$ cat config.mk
export PLATFORM = sky130hd
export DESIGN_NAME = mpsnr_ctrl
export DESIGN_NICKNAME = d
export VERILOG_FILES = /design/src/hw/rtl/mpsnr_pkg.sv /design/src/hw/rtl/mpsnr_ctrl.sv
export SDC_FILE = /design/constraint.sdc
export NUM_CORES = 1
export LEC_CHECK = 0
export BUFFER_PORTS_ARGS = -buffer_cell sky130_fd_sc_hd__buf_2
export CAP_MARGIN = 30
export CORE_AREA = 5 5 42 44
export DETAILED_ROUTE_END_ITERATION = 8
export DIE_AREA = 0 0 47 49
export PLACE_DENSITY = 0.7
export SLEW_MARGIN = 20
export SYNTH_ARGS = -nofsm -noshare
export SYNTH_HDL_FRONTEND = slang
export SYNTH_SLANG_ARGS = --single-unit
$ cat constraint.sdc
create_clock -name clk -period 1.9 [get_ports clk]
set_clock_uncertainty 0.15 [all_clocks]
set_input_delay 0.38 -clock clk [delete_from_list [all_inputs] [get_ports clk]]
set_output_delay 0.38 -clock clk [all_outputs]
set_load 0.02 [all_outputs]
$ cat src/hw/rtl/mpsnr_pkg.sv
`default_nettype none
package mpsnr_pkg;

	// Fixed constants of the dB conversion.
	localparam logic [17:0] K_Q16   = 18'd197283;

	// Controller states.
	typedef enum logic [5:0] {
		ST_ACC  = 6'b000001,
		ST_LOGW = 6'b000010,
		ST_LOGE = 6'b000100,
		ST_LOGR = 6'b001000,
		ST_COMB = 6'b010000,
		ST_OUT  = 6'b100000
	} state_t;

	// Log unit operand select.
	typedef enum logic [1:0] {
		LSEL_W = 2'b00,
		LSEL_E = 2'b01,
		LSEL_R = 2'b10
	} lsel_t;

	// Commands from the controller to the datapath.
	typedef struct packed {
		logic  acc_en;
		logic  clr;
		logic  log_start;
		lsel_t log_sel;
		logic  log_save;
		logic  comb_en;
	} cmd_t;

	// Status from the datapath to the controller.
	typedef struct packed {
		logic log_done;
		logic last_s1;
	} sts_t;

	// Register indexes.
	localparam logic [1:0] REG_RANGE = 2'd0;
	localparam logic [1:0] REG_MASK  = 2'd1;
	localparam logic [1:0] REG_BYTE  = 2'd2;

endpackage
`default_nettype wire

$ cat src/hw/rtl/mpsnr_ctrl.sv
`default_nettype none
// Sequencer: accumulate, then three logs, combine and hold the result.
module mpsnr_ctrl import mpsnr_pkg::*; (
	input  wire logic clk,
	input  wire logic arst_n,
	input  wire logic in_valid,
	output logic      in_ready,
	output logic      out_valid,
	input  wire logic out_ready,
	input  wire sts_t sts,
	output cmd_t      cmd
);
	state_t st_q;
	logic   busy_q;

	always_ff @(posedge clk or negedge arst_n) begin
		if (!arst_n) begin
			st_q <= ST_ACC;
			busy_q <= 1'b0;
		end else begin
			unique case (st_q)
				ST_ACC: begin
					if (sts.last_s1) st_q <= ST_LOGW;
				end
				ST_LOGW: begin
					busy_q <= 1'b1;
					if (sts.log_done) begin st_q <= ST_LOGE; busy_q <= 1'b0; end
				end
				ST_LOGE: begin
					busy_q <= 1'b1;
					if (sts.log_done) begin st_q <= ST_LOGR; busy_q <= 1'b0; end
				end
				ST_LOGR: begin
					busy_q <= 1'b1;
					if (sts.log_done) begin st_q <= ST_COMB; busy_q <= 1'b0; end
				end
				ST_COMB: st_q <= ST_OUT;
				ST_OUT: begin
					if (out_ready) st_q <= ST_ACC;
				end
				default: st_q <= ST_ACC;
			endcase
		end
	end

	// A last sample blocks intake until the result has been taken.
	assign in_ready = (st_q == ST_ACC) && !sts.last_s1;
	assign out_valid = (st_q == ST_OUT);

	always_comb begin
		cmd.acc_en = in_valid && in_ready;
		cmd.log_start = !busy_q &&
			(st_q == ST_LOGW || st_q == ST_LOGE || st_q == ST_LOGR);
		cmd.log_sel = (st_q == ST_LOGE) ? LSEL_E : (st_q == ST_LOGR) ? LSEL_R : LSEL_W;
		cmd.log_save = sts.log_done;
		cmd.comb_en = (st_q == ST_COMB);
		cmd.clr = (st_q == ST_COMB);
	end

	// The result is held until taken.
	a_hold: assert property (@(posedge clk) disable iff (!arst_n)
		out_valid && !out_ready |=> out_valid) else $error("result dropped");
	a_noin: assert property (@(posedge clk) disable iff (!arst_n)
		out_valid |-> !in_ready) else $error("intake during output");
	a_one: assert property (@(posedge clk) disable iff (!arst_n)
		$onehot(st_q)) else $error("state not one-hot");
endmodule
`default_nettype wire

; ---- Word level (Yosys, flattened, before mapping)
; Index checks and enable logic that the tools add are counted.
[classes]
n_addsub = 0
n_mul = 0
div_mod_pow = 0
order_cmp = 0
n_eq_ne = 11
shifts = 0
n_mux = 9
n_bitwise = 0
reduce_logical = 9
[ops]
columns = op, count
row1 = one-hot mux 6 bit (6 select lines), 1
row2 = 2-to-1 mux 6 bit, 5
row3 = != test 2 bit (second input constant), 4
row4 = == test 6 x 1 -> 1 bit (second input constant), 1
row5 = == test 6 x 2 -> 1 bit (second input constant), 1
row6 = == test 6 x 3 -> 1 bit (second input constant), 1
row7 = == test 6 x 4 -> 1 bit (second input constant), 1
row8 = == test 6 x 5 -> 1 bit (second input constant), 1
row9 = == test 6 bit (second input constant), 1
row10 = AND reduction 5 bit, 1
row11 = 2-to-1 mux 2 bit, 2
row12 = logical AND 1 bit, 3
row13 = OR reduction 3 bit, 1
row14 = logical NOT 1 bit, 2
row15 = logical OR 1 bit, 2
row16 = != test 2 x 1 -> 1 bit (second input constant), 1
row17 = 2-to-1 mux 1 bit, 1
[totals]
ff_bits = 7
latchBits = 0
ramBits = 0
mem_bits_ro = 0
in_bits = 6
output_inout_bits = 9
wordCells = 31
mem_count = 0

; ---- Depth between registers and ports, before layout
[depth]
ltp_word = 4
ltp_mapped = 4
depth_no_buf = 3

; ---- Worst setup path before layout
; OpenSTA, ideal clock, no wires.
[synth_path]
path_kind = register to output
startpoint = reg st_q[3]
endpoint = out cmd[5] (netlist name)
arrival_time_ps = 1837
required_ps = 1370
setup_slack_ps = -467
stages_incl_launch_ff = 5
path_buffers = 2
cell_sequence = dfrtp_1 buf_4 or2_2 nor4_1 buf_4
[synth_rtl]
columns = item, line_no
row1 = "start, declared", mpsnr_ctrl.sv:13  ; state_t st_q;
row2 = "start signal, assigned", mpsnr_ctrl.sv:18  ; st_q <= ST_ACC;
row3 = "start signal, assigned", mpsnr_ctrl.sv:23  ; if (sts.last_s1) st_q <= ST_LOGW;
row4 = "start signal, assigned", mpsnr_ctrl.sv:27  ; if (sts.log_done) begin st_q <= ST_LOGE; busy_q <= 1'b0; end
row5 = "end, declared", mpsnr_ctrl.sv:11  ; output cmd_t cmd

==> impl_results.md <==
* Hold Fails Final Rpt at 0
* Synth Instances at 56
* Endpoints failing setup at 7
* Critical Path Start Type: flip-flop
* Mapped Avg Cell Area at about 8.9 µm²
* Clk_lat worst skew at roughly 0.24 ns
* Reg2reg end: st_q[0]$_DFFE_PN1P_
* # DRC at 0
* Starting Density at a little over a third
* Layout cells sized above 1 at approximately half
* F_max at 465 MHz
* Register area share after synthesis at a little over a third
* Status: finished, violations left
* Final RePlAce weighted congestion at around 0.71
* Critical-path cell list: buf_6, or4_4, nor3b_4, buf_6
* Met3 GRT Util at roughly 3.0%
* Crit share post-route at 113%
* Post-Syn Area at roughly 500 µm²
* Unrepaired setup endpoints after global routing: yes
* Port Buf Inserts at 14
* Met2 usage at a little over a fifth
* WP data arrival at between 1.5 and 2 ns
* Syn Nets at between 60 and 70
* Post-synth top area share at 30.0%
* Antenna violations before repair at 0
* Vias/cell at roughly 5.2
* Synth cell types at 28
* Peak VDD IR at between 0.0006 and 0.0007 V
* WP data required at approximately 1.4 ns
* GR Overflow Total at 0
* Rel. slew slack at about four fifths
* Nets at between 80 and 90
* Pin count of the biggest net entering global routing at 10
* Sink Count at 7
* CP bufs+invs at 2
* Area growth from synthesis to layout at 51.7%
* M1 GR Usage at 15.9%
* Slew @ Worst Pin at roughly 0.33 ns
* Worst R2R Setup Slack at ~0.26 ns
* CTS Root Buffer Type: clkbuf_4
* Crit path kind: flip-flop to output port
* Wire length per cell at between 10 and 15 µm
* Fin crit period at ~2.1 ns
* Die Wd at 47 µm
* Setup TNS at -1.02 ns
* Max-Cap Viols at 0
* Dpl cells at between 80 and 90
* CTS H-tree depth at 1
* Crit-path leading delay family: simple AND/OR/NAND/NOR gates
* Routed WL at 1.30 mm
* Clock transition at path regs at around 0.050 ns
* Most frequent cell on the critical path: buf_6
* Fin. max-slew vios at 0
* Num CTS Buffers at 3
* Worst hold start: sts[1]
* First DRT Iteration DRCs at 7
* Critical Path End Type: output port
* Diode count at 0
* Crit path max-delay cell type: or4_4
* I/O pin total at 15
* Core Region at 0.00140 mm²
* Worst r2r src: st_q[3]$_DFFE_PN0P_
* YS warnings at 0
* Die Y-Extent at around 50 µm
* Setup ws final at -0.249 ns
* Total track usage at roughly 13%
* CTS Buffer Depth at 2
* PwrDens at about 1200 mW/mm²
* Die area at 0.00230 mm²
* Hold EP: busy_q$_DFFE_PN0P_
* Via count at around 500
* Failing checks: negative setup slack
* Layout Cells excl Fill at 96
* HPWL after DPL at around 970 µm
* Pwr Total at between 800 and 900 µW
* DRT Pass-1 Iters at 6
* Final ANT Viol Nets at 0
* Post-synth top area cell: dfrtp_1
* Synth top area cells: dfrtp_1 (30%), nor3b_1 (7.5%), dfstp_2 (5.3%)
* TritonCTS clock tree: built
* Leak at ~0.35 nW
* Reg2reg path depth at 5
* CP peak stage delay at between 0.4 and 0.5 ns
* Pre-CTS WS at -0.0456 ns
* Vias in the first global route at slightly above 500
* Hold slack at 0.266 ns
* Crit Path Max Fanout at 7
* Min-Delay Path Depth at 2
* Global-route wire length before repair at around 2.2 mm
* Most Crowded Layer GR: met2
* Synthesis-stage register bit count at 7
* Fill cells at about 140
* Number of placement rows at 14
* Worst Hold Class: input pin to flip-flop
sequential cells by signal, summed over array words and instances, names as in the netlist:
| register | cells |
|---|---|
| busy_q | 1 |
| st_q | 6 |
metal layers:
| metal | vias to the layer above | wire [µm] |
|---|---|---|
| met3 | 0 | 86 |
| met1 | 242 | 548 |
| met2 | 17 | 660 |
| li1 | 244 | - |
| met4 | 0 | 0 |
| met5 | - | 0 |
worst register-to-register path, delay by kind of cell (launching register included):
| family | cells | cell delay, ns |
|---|---|---|
| DFF | 1 | 0.40 |
| buffers and inverters | 2 | 0.28 |
| AOI/OAI and AO/OA | 2 | 0.43 |
| and+or+nand+nor | 1 | 0.30 |
repair_timing:
item / in CTS / in global routing
hold endpoints to repair: 6 / 0
resized for setup: 13 / 3
hold buffers: 1 / 0
setup buffers: 4 / 0
endpoints found under the setup margin: 8 / 8
pin swaps: 4 / 1
kinds of logic (layout without fill, tap and decap cells):
group	after synthesis	in the layout	synth area share, %
mux	1	1	2.00
flops	7	7	35.3
simple gates	28	28	36.0
buf+inv	9	33	12.2
xor+xnor	1	1	1.75
compound gates	10	10	12.8
cells in the mapped netlist, drive strengths merged:
cell / number
clkbuf: 1
nor4: 3
inv: 2
o211ai: 1
nand3b: 1
nor2: 3
o21ai: 4
or4: 1
nor4b: 2
nor3b: 6
o32ai: 1
nand2b: 3
dfrtp: 6
dfstp: 1
nor3: 3
a21oi: 2
or2: 1
and2: 1
mux2i: 1
nand2: 3
a32o: 1
buf: 6
a21o: 1
xor2: 1
nor2b: 1
through the flow:
step | instance area (µm²) | util, %
2_1_floorplan | 541 | -
3_3_place_gp | 644 | 46.0
3_5_place_dp | 644 | 46.0
4_1_cts | 746 | 53.2
5_1_grt | 759 | 54.2
6_report | 759 | 54.2
worst max-delay path by stage:
stage | startpoint | endpoint | slack [ns] | depth (start not counted)
final | st_q[4]$_DFFE_PN0P_ | cmd[3] | -0.25 | 4
after global routing | st_q[1]$_DFFE_PN0P_ | cmd[3] | -0.31 | 3
after CTS | st_q[4]$_DFFE_PN0P_ | cmd[3] | -0.24 | 4
after detailed placement | st_q[1]$_DFFE_PN0P_ | cmd[6] | -0.05 | 4
after global placement | st_q[4]$_DFFE_PN0P_ | cmd[3] | 0.04 | 4
after floorplan | st_q[3]$_DFFE_PN0P_ | cmd[5] | -0.04 | 4
layout make-up:
cell class	instances	area, µm²	share of cell area [%]
Clock buffer	4	26.3	3.46
Inverter	2	7.51	0.988
Multi-Input combinational cell	40	323	42.5
Sequential cell	7	176	23.2
Tap cell	16	20.0	2.64
Timing Repair Buffer	27	206	27.2
where the power goes:
group	switching, mW	total, mW	internal [mW]
combinational	0.262	0.533	0.271
clock	0.0520	0.132	0.0800
sequential	0.0378	0.234	0.197
cells in the final DEF (no fill, tap or decap), drive strengths merged, types with 2 or more instances in the layout:
master	count
nor4b	2
buf	26
nor4	3
nor2	3
a21oi	2
nand2	3
nand2b	3
inv	2
nor3	3
clkbuf	4
nor3b	6
o21ai	4
dfrtp	6
(Power assumes the default switching activity.)
